[src/design/lirsc_pkg.sv]
// ----------------------------------------------------------------------------
// lirsc_pkg
// Shared types, constants and helper functions of the linear-interpolation
// sample-rate converter.
// ----------------------------------------------------------------------------
package lirsc_pkg;

    // sizing
    localparam int FRAME_SLOTS  = 8;
    localparam int MAX_UPSAMPLE = 8;
    localparam int FRAC_BITS    = 16;

    localparam int SAMPLE_W = 32;
    localparam int CH_IDX_W = 3;
    localparam int CH_CNT_W = 4;
    localparam int RATIO_W  = 20;
    localparam int POS_W    = FRAC_BITS + 4;
    localparam int CFG_ADDR_W = 1;
    localparam int CFG_DATA_W = RATIO_W;

    localparam int DIFF_W   = SAMPLE_W + 1;
    localparam int FRAC_S_W = FRAC_BITS + 1;
    localparam int PROD_W   = DIFF_W + FRAC_S_W;

    localparam logic [POS_W-1:0] ONE_POS = POS_W'(1) << FRAC_BITS;
    localparam int RATIO_MIN_I = ((1 << FRAC_BITS) + MAX_UPSAMPLE - 1) / MAX_UPSAMPLE;
    localparam logic [RATIO_W-1:0] RATIO_MIN = RATIO_W'(RATIO_MIN_I);
    localparam logic [RATIO_W-1:0] RATIO_MAX = RATIO_W'(8 * (1 << FRAC_BITS));

    localparam logic [CH_CNT_W-1:0] CH_MAX = CH_CNT_W'(FRAME_SLOTS);
    localparam logic [CH_CNT_W-1:0] CH_MIN = CH_CNT_W'(1);

    localparam logic [RATIO_W-1:0]  STEP_RATIO_RST    = RATIO_W'(65536);
    localparam logic [CH_CNT_W-1:0] CHANNEL_COUNT_RST = CH_CNT_W'(2);

    // register indexes
    localparam logic [CFG_ADDR_W-1:0] REG_STEP_RATIO    = CFG_ADDR_W'(0);
    localparam logic [CFG_ADDR_W-1:0] REG_CHANNEL_COUNT = CFG_ADDR_W'(1);

    // queue between front and back
    localparam int QUEUE_DEPTH = 4;
    localparam int QPTR_W      = $clog2(QUEUE_DEPTH);
    localparam int QCNT_W      = QPTR_W + 1;

    // payload words
    typedef struct packed {
        logic signed [SAMPLE_W-1:0] sample_in;
        logic                       restart;
    } in_word_t;

    typedef struct packed {
        logic signed [SAMPLE_W-1:0] sample_out;
        logic [CH_IDX_W-1:0]        channel_index;
        logic                       last_of_run;
    } out_word_t;

    // what the back end has to do with a sample
    typedef enum logic [1:0] {
        KIND_STORE       = 2'd0,
        KIND_FIRST_FRAME = 2'd1,
        KIND_FRAME       = 2'd2
    } item_kind_t;

    typedef struct packed {
        logic signed [SAMPLE_W-1:0] sample;
        logic [CH_IDX_W-1:0]        slot;
        item_kind_t                 kind;
        logic                       restart;
    } queue_entry_t;

    // channel count held to 1..FRAME_SLOTS
    function automatic logic [CH_CNT_W-1:0] eff_channels(input logic [CH_CNT_W-1:0] n);
        logic [CH_CNT_W-1:0] r;
        r = n;
        if (r < CH_MIN)
            r = CH_MIN;
        if (r > CH_MAX)
            r = CH_MAX;
        return r;
    endfunction

    // step ratio held to the supported range
    function automatic logic [RATIO_W-1:0] eff_ratio(input logic [RATIO_W-1:0] s);
        logic [RATIO_W-1:0] r;
        r = s;
        if (r < RATIO_MIN)
            r = RATIO_MIN;
        if (r > RATIO_MAX)
            r = RATIO_MAX;
        return r;
    endfunction

    // a + product, scaled down with truncation toward zero
    function automatic logic signed [SAMPLE_W-1:0] interp_finish(
        input logic signed [SAMPLE_W-1:0] a,
        input logic signed [PROD_W-1:0]   prod
    );
        logic signed [PROD_W-1:0] num;
        logic signed [PROD_W-1:0] q;
        num = (PROD_W'(a) <<< FRAC_BITS) + prod;
        q   = num >>> FRAC_BITS;
        if (num[PROD_W-1] && (|num[FRAC_BITS-1:0]))
            q = q + PROD_W'(1);
        return q[SAMPLE_W-1:0];
    endfunction

endpackage

[src/design/linear_interp_sample_rate_converter_top.sv]
// ----------------------------------------------------------------------------
// linear_interp_sample_rate_converter_top
// Linear-interpolation resampler for interleaved 32-bit audio samples.
// ----------------------------------------------------------------------------
// Samples arrive one channel per word and are taken by the front end as long
// as the four-entry queue to the back end has room. The back end stores a
// sample that does not complete a frame straight from its idle state; a
// completing frame that emits nothing passes through the copy or check state
// and back to idle; and a frame that emits results goes through the check
// state and then, for each output word, a multiply step in the shared
// multiplier and an add and round into the output register. A stalled output
// holds the back end while the front keeps filling the queue. Configuration
// writes must happen while the block is idle.
// ----------------------------------------------------------------------------
module linear_interp_sample_rate_converter_top (
    input  logic                                  clk,
    input  logic                                  rst_n,
    input  logic                                  in_valid,
    output logic                                  in_stall,
    input  lirsc_pkg::in_word_t                   in_word,
    output logic                                  out_valid,
    input  logic                                  out_stall,
    output lirsc_pkg::out_word_t                  out_word,
    input  logic                                  cfg_wr,
    input  logic [lirsc_pkg::CFG_ADDR_W-1:0]      cfg_addr,
    input  logic [lirsc_pkg::CFG_DATA_W-1:0]      cfg_data
);

    logic [lirsc_pkg::RATIO_W-1:0]  step_ratio_reg;
    logic [lirsc_pkg::CH_CNT_W-1:0] channel_count_reg;
    logic [lirsc_pkg::CH_CNT_W-1:0] nch;
    logic [lirsc_pkg::RATIO_W-1:0]  ratio;

    lirsc_pkg::queue_entry_t push_entry, head;
    logic                    push, pop, empty, full;

    // configuration registers
    always_ff @(posedge clk or negedge rst_n)
    begin
        if (!rst_n)
        begin
            step_ratio_reg    <= lirsc_pkg::STEP_RATIO_RST;
            channel_count_reg <= lirsc_pkg::CHANNEL_COUNT_RST;
        end
        else if (cfg_wr)
        begin
            unique case (cfg_addr)
                lirsc_pkg::REG_STEP_RATIO:
                    step_ratio_reg <= cfg_data[lirsc_pkg::RATIO_W-1:0];
                lirsc_pkg::REG_CHANNEL_COUNT:
                    channel_count_reg <= cfg_data[lirsc_pkg::CH_CNT_W-1:0];
                default:
                    step_ratio_reg <= step_ratio_reg;
            endcase
        end
    end

    // effective settings
    assign nch   = lirsc_pkg::eff_channels(channel_count_reg);
    assign ratio = lirsc_pkg::eff_ratio(step_ratio_reg);

    lirsc_front u_front (
        .clk      (clk),
        .rst_n    (rst_n),
        .in_valid (in_valid),
        .in_stall (in_stall),
        .in_word  (in_word),
        .nch      (nch),
        .q_full   (full),
        .q_push   (push),
        .q_entry  (push_entry)
    );

    lirsc_queue u_queue (
        .clk        (clk),
        .rst_n      (rst_n),
        .push       (push),
        .push_entry (push_entry),
        .pop        (pop),
        .head       (head),
        .empty      (empty),
        .full       (full)
    );

    lirsc_back u_back (
        .clk       (clk),
        .rst_n     (rst_n),
        .q_head    (head),
        .q_empty   (empty),
        .q_pop     (pop),
        .nch       (nch),
        .ratio     (ratio),
        .out_valid (out_valid),
        .out_stall (out_stall),
        .out_word  (out_word)
    );

endmodule

[src/design/lirsc_front.sv]
// ----------------------------------------------------------------------------
// lirsc_front
// Accepts input words, tracks the channel position within the frame and
// tags each sample as plain store, first frame or frame completion.
// ----------------------------------------------------------------------------
module lirsc_front (
    input  logic                                  clk,
    input  logic                                  rst_n,
    input  logic                                  in_valid,
    output logic                                  in_stall,
    input  lirsc_pkg::in_word_t                   in_word,
    input  logic [lirsc_pkg::CH_CNT_W-1:0]        nch,
    input  logic                                  q_full,
    output logic                                  q_push,
    output lirsc_pkg::queue_entry_t               q_entry
);

    logic [lirsc_pkg::CH_IDX_W-1:0] ch_cnt_reg, ch_cnt_next;
    logic                           have_prev_reg, have_prev_next;
    logic [lirsc_pkg::CH_IDX_W-1:0] eff_cnt;
    logic                           eff_have;
    logic [lirsc_pkg::CH_CNT_W-1:0] cnt_plus;

    assign in_stall = q_full;
    assign q_push   = in_valid && !q_full;

    // restart clears position in the frame before this word
    assign eff_cnt  = in_word.restart ? '0 : ch_cnt_reg;
    assign eff_have = in_word.restart ? 1'b0 : have_prev_reg;
    assign cnt_plus = {1'b0, eff_cnt} + lirsc_pkg::CH_CNT_W'(1);

    // classify the word
    always_comb
    begin
        q_entry.sample  = in_word.sample_in;
        q_entry.slot    = eff_cnt;
        q_entry.restart = in_word.restart;
        ch_cnt_next     = ch_cnt_reg;
        have_prev_next  = have_prev_reg;
        if (cnt_plus < nch)
        begin
            q_entry.kind = lirsc_pkg::KIND_STORE;
            if (q_push)
            begin
                ch_cnt_next    = cnt_plus[lirsc_pkg::CH_IDX_W-1:0];
                have_prev_next = eff_have;
            end
        end
        else
        begin
            q_entry.kind = eff_have ? lirsc_pkg::KIND_FRAME : lirsc_pkg::KIND_FIRST_FRAME;
            if (q_push)
            begin
                ch_cnt_next    = '0;
                have_prev_next = 1'b1;
            end
        end
    end

    always_ff @(posedge clk or negedge rst_n)
    begin
        if (!rst_n)
        begin
            ch_cnt_reg    <= '0;
            have_prev_reg <= 1'b0;
        end
        else
        begin
            ch_cnt_reg    <= ch_cnt_next;
            have_prev_reg <= have_prev_next;
        end
    end

endmodule

[src/design/lirsc_queue.sv]
// ----------------------------------------------------------------------------
// lirsc_queue
// Short first-in first-out queue of classified samples between the front
// and the back end.
// ----------------------------------------------------------------------------
module lirsc_queue (
    input  logic                          clk,
    input  logic                          rst_n,
    input  logic                          push,
    input  lirsc_pkg::queue_entry_t       push_entry,
    input  logic                          pop,
    output lirsc_pkg::queue_entry_t       head,
    output logic                          empty,
    output logic                          full
);

    lirsc_pkg::queue_entry_t           mem [lirsc_pkg::QUEUE_DEPTH];
    logic [lirsc_pkg::QPTR_W-1:0]      wr_ptr_reg, rd_ptr_reg;
    logic [lirsc_pkg::QCNT_W-1:0]      count_reg;
    logic                              do_push, do_pop;

    assign empty   = (count_reg == '0);
    assign full    = (count_reg == lirsc_pkg::QCNT_W'(lirsc_pkg::QUEUE_DEPTH));
    assign do_push = push && !full;
    assign do_pop  = pop && !empty;
    assign head    = mem[rd_ptr_reg];

    // storage
    always_ff @(posedge clk)
    begin
        if (do_push)
            mem[wr_ptr_reg] <= push_entry;
    end

    // pointers and fill count
    always_ff @(posedge clk or negedge rst_n)
    begin
        if (!rst_n)
        begin
            wr_ptr_reg <= '0;
            rd_ptr_reg <= '0;
            count_reg  <= '0;
        end
        else
        begin
            if (do_push)
                wr_ptr_reg <= wr_ptr_reg + lirsc_pkg::QPTR_W'(1);
            if (do_pop)
                rd_ptr_reg <= rd_ptr_reg + lirsc_pkg::QPTR_W'(1);
            if (do_push && !do_pop)
                count_reg <= count_reg + lirsc_pkg::QCNT_W'(1);
            else if (do_pop && !do_push)
                count_reg <= count_reg - lirsc_pkg::QCNT_W'(1);
        end
    end

endmodule

[src/design/lirsc_back.sv]
// ----------------------------------------------------------------------------
// lirsc_back
// Keeps the previous and current frames and the fractional position, and
// walks the interval between frames, one channel at a time through a multiply
// step and an emit step, into an output register.
// ----------------------------------------------------------------------------
module lirsc_back (
    input  logic                                  clk,
    input  logic                                  rst_n,
    input  lirsc_pkg::queue_entry_t               q_head,
    input  logic                                  q_empty,
    output logic                                  q_pop,
    input  logic [lirsc_pkg::CH_CNT_W-1:0]        nch,
    input  logic [lirsc_pkg::RATIO_W-1:0]         ratio,
    output logic                                  out_valid,
    input  logic                                  out_stall,
    output lirsc_pkg::out_word_t                  out_word
);

    typedef enum logic [4:0] {
        ST_IDLE  = 5'b00001,
        ST_COPY  = 5'b00010,
        ST_CHECK = 5'b00100,
        ST_MUL   = 5'b01000,
        ST_EMIT  = 5'b10000
    } state_t;

    state_t                                   state_reg, state_next;
    logic signed [lirsc_pkg::SAMPLE_W-1:0]    prev_reg [lirsc_pkg::FRAME_SLOTS];
    logic signed [lirsc_pkg::SAMPLE_W-1:0]    cur_reg  [lirsc_pkg::FRAME_SLOTS];
    logic [lirsc_pkg::POS_W-1:0]              pos_reg, pos_next;
    logic [lirsc_pkg::CH_IDX_W-1:0]           ch_reg, ch_next;
    logic signed [lirsc_pkg::PROD_W-1:0]      prod_reg;
    logic signed [lirsc_pkg::SAMPLE_W-1:0]    a_reg;
    logic                                     last_reg;
    logic                                     out_valid_reg, out_valid_next;
    lirsc_pkg::out_word_t                     out_word_reg;

    logic                                     cur_wr;
    logic                                     copy_frame;
    logic                                     load_mul;
    logic                                     load_out;
    logic signed [lirsc_pkg::DIFF_W-1:0]      diff;
    logic signed [lirsc_pkg::FRAC_S_W-1:0]    frac_s;
    logic signed [lirsc_pkg::PROD_W-1:0]      prod_next;
    logic [lirsc_pkg::POS_W:0]                pos_step;
    logic                                     step_done;
    logic                                     ch_last;
    logic                                     out_free;

    assign out_valid = out_valid_reg;
    assign out_word  = out_word_reg;
    assign out_free  = !out_valid_reg || !out_stall;

    // shared datapath terms
    assign pos_step  = {1'b0, pos_reg} + {{(lirsc_pkg::POS_W - lirsc_pkg::RATIO_W + 1){1'b0}}, ratio};
    assign step_done = (pos_step >= {1'b0, lirsc_pkg::ONE_POS});
    assign ch_last   = (({1'b0, ch_reg} + lirsc_pkg::CH_CNT_W'(1)) >= nch);
    assign diff      = lirsc_pkg::DIFF_W'(cur_reg[ch_reg]) - lirsc_pkg::DIFF_W'(prev_reg[ch_reg]);
    assign frac_s    = {1'b0, pos_reg[lirsc_pkg::FRAC_BITS-1:0]};
    assign prod_next = diff * frac_s;

    // sequencer
    always_comb
    begin
        state_next     = state_reg;
        pos_next       = pos_reg;
        ch_next        = ch_reg;
        q_pop          = 1'b0;
        cur_wr         = 1'b0;
        copy_frame     = 1'b0;
        load_mul       = 1'b0;
        load_out       = 1'b0;
        out_valid_next = out_valid_reg && out_stall;
        unique case (state_reg)
            ST_IDLE:
            begin
                if (!q_empty)
                begin
                    q_pop  = 1'b1;
                    cur_wr = 1'b1;
                    if (q_head.restart)
                        pos_next = '0;
                    case (q_head.kind)
                        lirsc_pkg::KIND_FIRST_FRAME: state_next = ST_COPY;
                        lirsc_pkg::KIND_FRAME:       state_next = ST_CHECK;
                        default:                     state_next = ST_IDLE;
                    endcase
                end
            end
            ST_COPY:
            begin
                copy_frame = 1'b1;
                state_next = ST_IDLE;
            end
            ST_CHECK:
            begin
                if (pos_reg >= lirsc_pkg::ONE_POS)
                begin
                    pos_next   = pos_reg - lirsc_pkg::ONE_POS;
                    copy_frame = 1'b1;
                    state_next = ST_IDLE;
                end
                else
                begin
                    ch_next    = '0;
                    state_next = ST_MUL;
                end
            end
            ST_MUL:
            begin
                load_mul   = 1'b1;
                state_next = ST_EMIT;
            end
            ST_EMIT:
            begin
                if (out_free)
                begin
                    load_out       = 1'b1;
                    out_valid_next = 1'b1;
                    if (ch_last)
                    begin
                        ch_next = '0;
                        if (step_done)
                        begin
                            pos_next   = pos_step[lirsc_pkg::POS_W-1:0] - lirsc_pkg::ONE_POS;
                            copy_frame = 1'b1;
                            state_next = ST_IDLE;
                        end
                        else
                        begin
                            pos_next   = pos_step[lirsc_pkg::POS_W-1:0];
                            state_next = ST_MUL;
                        end
                    end
                    else
                    begin
                        ch_next    = ch_reg + lirsc_pkg::CH_IDX_W'(1);
                        state_next = ST_MUL;
                    end
                end
            end
            default:
            begin
                state_next = ST_IDLE;
            end
        endcase
    end

    // frame storage
    always_ff @(posedge clk)
    begin
        if (cur_wr)
            cur_reg[q_head.slot] <= q_head.sample;
        if (copy_frame)
        begin
            for (int i = 0; i < lirsc_pkg::FRAME_SLOTS; i++)
                prev_reg[i] <= cur_reg[i];
        end
    end

    // multiply stage and output register payload
    always_ff @(posedge clk)
    begin
        if (load_mul)
        begin
            prod_reg <= prod_next;
            a_reg    <= prev_reg[ch_reg];
            last_reg <= ch_last && step_done;
        end
        if (load_out)
        begin
            out_word_reg.sample_out    <= lirsc_pkg::interp_finish(a_reg, prod_reg);
            out_word_reg.channel_index <= ch_reg;
            out_word_reg.last_of_run   <= last_reg;
        end
    end

    // control state
    always_ff @(posedge clk or negedge rst_n)
    begin
        if (!rst_n)
        begin
            state_reg     <= ST_IDLE;
            pos_reg       <= '0;
            ch_reg        <= '0;
            out_valid_reg <= 1'b0;
        end
        else
        begin
            state_reg     <= state_next;
            pos_reg       <= pos_next;
            ch_reg        <= ch_next;
            out_valid_reg <= out_valid_next;
        end
    end

endmodule
[config.mk]
export PLATFORM = sky130hd
export DESIGN_NAME = linear_interp_sample_rate_converter_top
export DESIGN_NICKNAME = d
export VERILOG_FILES = /design/src/design/lirsc_pkg.sv /design/src/design/linear_interp_sample_rate_converter_top.sv /design/src/design/lirsc_front.sv /design/src/design/lirsc_queue.sv /design/src/design/lirsc_back.sv
export SDC_FILE = /design/constraint.sdc
export NUM_CORES = 2
export LEC_CHECK = 0
export BUFFER_PORTS_ARGS = -buffer_cell sky130_fd_sc_hd__buf_2
export CAP_MARGIN = 30
export CORE_UTILIZATION = 60
export DETAILED_ROUTE_END_ITERATION = 10
export PLACE_DENSITY = 0.87
export SYNTH_ARGS = -nofsm -noshare
export SYNTH_HDL_FRONTEND = slang
export SYNTH_SLANG_ARGS = --single-unit
[constraint.sdc]
create_clock -name clk -period 45.6 [get_ports clk]
set_input_delay 11.4 -clock clk [delete_from_list [all_inputs] [get_ports clk]]
set_output_delay 11.4 -clock clk [all_outputs]
set_load 0.01 [all_outputs]
==> run metrics <==
final period utilization=34.2%; worst r2r src=u_back.ch_reg[0]; first-pass GRT wire length=219,000 microns; post-CTS resize count=0; Comb power frac=42.1%; Setup crit end kind=register; final setup fails=0; Final Max Slew Viols=0; CTS Root Cell=clkbuf_16; DIE HEIGHT=309 microns; vias in the first global route=37,595; Critical Path AT=15.86 ns; row count=112; Reg power frac=35.9%; input/output buffers=96; MaxCap Viol Count=0; Worst Setup Start Kind=primary input; Final ANT Viol Nets=0; RSZ-0062 raised after global routing=no; Pint=0.00185 W; CTS tree=yes; Detailed Place HPWL=94,200 microns; routed vias=36,733; Starting Density=60.5%; placed inst area=0.0583 sq mm; critical path class=in2reg; post-route cell area=0.0613 sq mm; yosys warns=0; Hold Path Origin=u_back.last_reg; Top cell by count, worst path=buf_4; Syn Area/Cell=12.7 sq um; #FFs+latches synth=847; sequential share of the synthesized area=44.5%; area leader, netlist=edfxtp_1; Slowest Stage Delay on Critical Path=0.78 ns; # nets final=5,295; Num CTS Buffers=86; gr usage total=30.8%; non-filler cells, final=5,826; NetSw=0.00138 W; crit-path cells=buf_2, nand2_1, nor2_1, a211oi_2, nand2_1, o21ai_4, buf_4, buf_16, buf_4, buf_16, buf_4; top cells by area, synth=edfxtp_1 (42%), fa_1 (18%), mux4_2 (6.6%), ha_1 (5.0%), inv_1 (4.5%); overall routed net length=145,000 microns; total power=0.00324 W; worst-skew pair later-pin latency=0.72 ns; Final Util=65.8%; P per Cell Area=52.8 mW/mm^2; GP Congestion=0.927; VDD IR-drop max=0.0000910 V; die width=309 microns; clock sinks=847; Final min period=15.62 ns; footprint of the multi-input gates=0.0281 sq mm; I/O pin count=97; Syn Inst Count=4,445; Worst Setup SP=out_stall; Area Overhead vs Synth=8.73%; Mapped Area=0.0564 sq mm; largest net degree at the start of global routing=88; Sw Share=42.7%; Iter 0 DRT Violations=4,263; worst slew pin tran=1.12 ns; Post-synth ARST share=7.56%; Final TNS setup=0 ns; R2R Setup Slk=33.27 ns; DR DRC count=0; fraction of layout cells with a size suffix above 1=13.3%; WP data required=45.85 ns; static leakage=24.8 nW; clock-pin slew on the worst setup and hold paths=0.06 ns; Fillers=6,221; clock tree buffer depth=3; top_reg_cell synth=edfxtp_1; Setup Skew=0.105 ns; Max-slew headroom=24.9%; maximum clock frequency=64.0 MHz; post-synth top area share=41.7%; Net Count, Synth=5,236; Clk pwr share=22.0%; CORE AREA=0.0932 sq mm; post-synth cell types=90; first drt pass iteration count=6; Hold Buf Count CTS=0; vias per cell=6.31; Overflow after GRT=0; initial antenna violation count=6; slowest cell on the critical path=buf_4; placed insts=5,662; wire per inst=25.0 microns; status=finished clean; number of flops mapped to enable cells by yosys=783; Reg area=0.0251 sq mm; DIE AREA=0.0952 sq mm; HP Class=reg2reg; Max FO, Critical Path=74; Final Hold Viols=0; htree depth=3; Post-CTS Setup Inserts=0
## cells in the final DEF (no fill, tap or decap), types with 11 or more instances in the layout
cell       instances
edfxtp_1         783
nand2_1          417
a21oi_1          125
o21ai_0           69
o211ai_1          33
nand4_1           39
a21boi_0          13
clkbuf_1          20
mux2i_1           42
nor2b_1           65
o21a_1            21
and3_1            38
nor4_1            32
ha_1             225
and2_1           171
xor2_1            45
mux4_2           166
clkinv_2          14
mux2_2            70
nor2_1            90
buf_4             66
a311oi_1          11
a311o_1           12
fa_1             507
nand3_1           83
clkinv_1          11
nor3_1            32
buf_2             96
o21bai_1          14
nand2b_1          44
inv_1            674
dfrtp_1           57
or3_1             12
a21o_1            71
or2_2             12
clkbuf_16         87
xnor2_1           93
## path summary, 6_finish.rpt
path / end / depth (start not counted)
worst min register to register: u_back.out_word[0] / 0
worst max-delay path: u_back.prev_reg[5][11] / 11
max in group asynchronous: u_back.ch_reg[2] / 2
min in group asynchronous: step_ratio_reg[8] / 2
worst max register to register: u_back.prod_reg[48] / 33
worst min-delay path: u_back.out_word[0] / 0
## synthesized netlist by cell type (all sizes together), types with 65 or more instances
cell	count
a21o	71
inv	675
ha	225
xnor2	94
mux4	166
nand3	84
nor2b	65
o21ai	81
mux2	70
a21oi	129
fa	507
clkbuf	168
edfxtp	783
and2	176
nand2	418
nor2	100
## power by group through the flow
stage               logic (W)  clock network, W  registers [W]
global placement      0.00123                 0        0.00115
detailed placement    0.00127                 0        0.00117
global route          0.00141          0.000743        0.00117
CTS                   0.00130          0.000718        0.00117
floorplan            0.000778                 0        0.00116
finish                0.00136          0.000712        0.00116
## layout make-up
type | instances | share of cell area, %
antenna | 2 | 0.00816
tap | 1254 | 2.56
timing repair buffer | 171 | 1.93
clock inverter | 44 | 0.800
inverter | 676 | 4.14
clock buffer | 110 | 3.74
sequential | 847 | 41.0
multi-input combinational | 2722 | 45.8
## logic make-up (layout without fill, tap and decap cells)
| kind of cell | after synthesis | after routing | synth area share, % |
|---|---|---|---|
| xor+xnor | 141 | 141 | 2.20 |
| flops | 847 | 847 | 44.5 |
| simple gates | 1083 | 1083 | 9.69 |
| mux | 278 | 278 | 8.77 |
| other cells | 0 | 2 | 0 |
| buf+inv | 876 | 1001 | 5.85 |
| fa+ha+maj | 732 | 732 | 23.0 |
| compound gates | 488 | 488 | 5.94 |
## metrics by stage
step | hold slack [ns] | worst slack (ns)
2_1_floorplan | 0.400 | 14.16
3_3_place_gp | 0.402 | 29.15
3_5_place_dp | 0.405 | 28.89
4_1_cts | 0.409 | 29.49
5_1_grt | 0.430 | 29.76
6_report | 0.407 | 29.98
## critical path: cells and delay by family
family	cells	cell delay [ns]
buffers and inverters	6	2.24
AOI/OAI and AO/OA	2	1.31
and+or+nand+nor	3	0.74
## layer usage
layer	global-route usage, %	part of all wire (%)
met1	38.4	35
met2	51.2	50
met3	6.27	10
met4	15.7	5.5
met5	0	0.036
No activity file was read; power rests on OpenSTA's default activity.
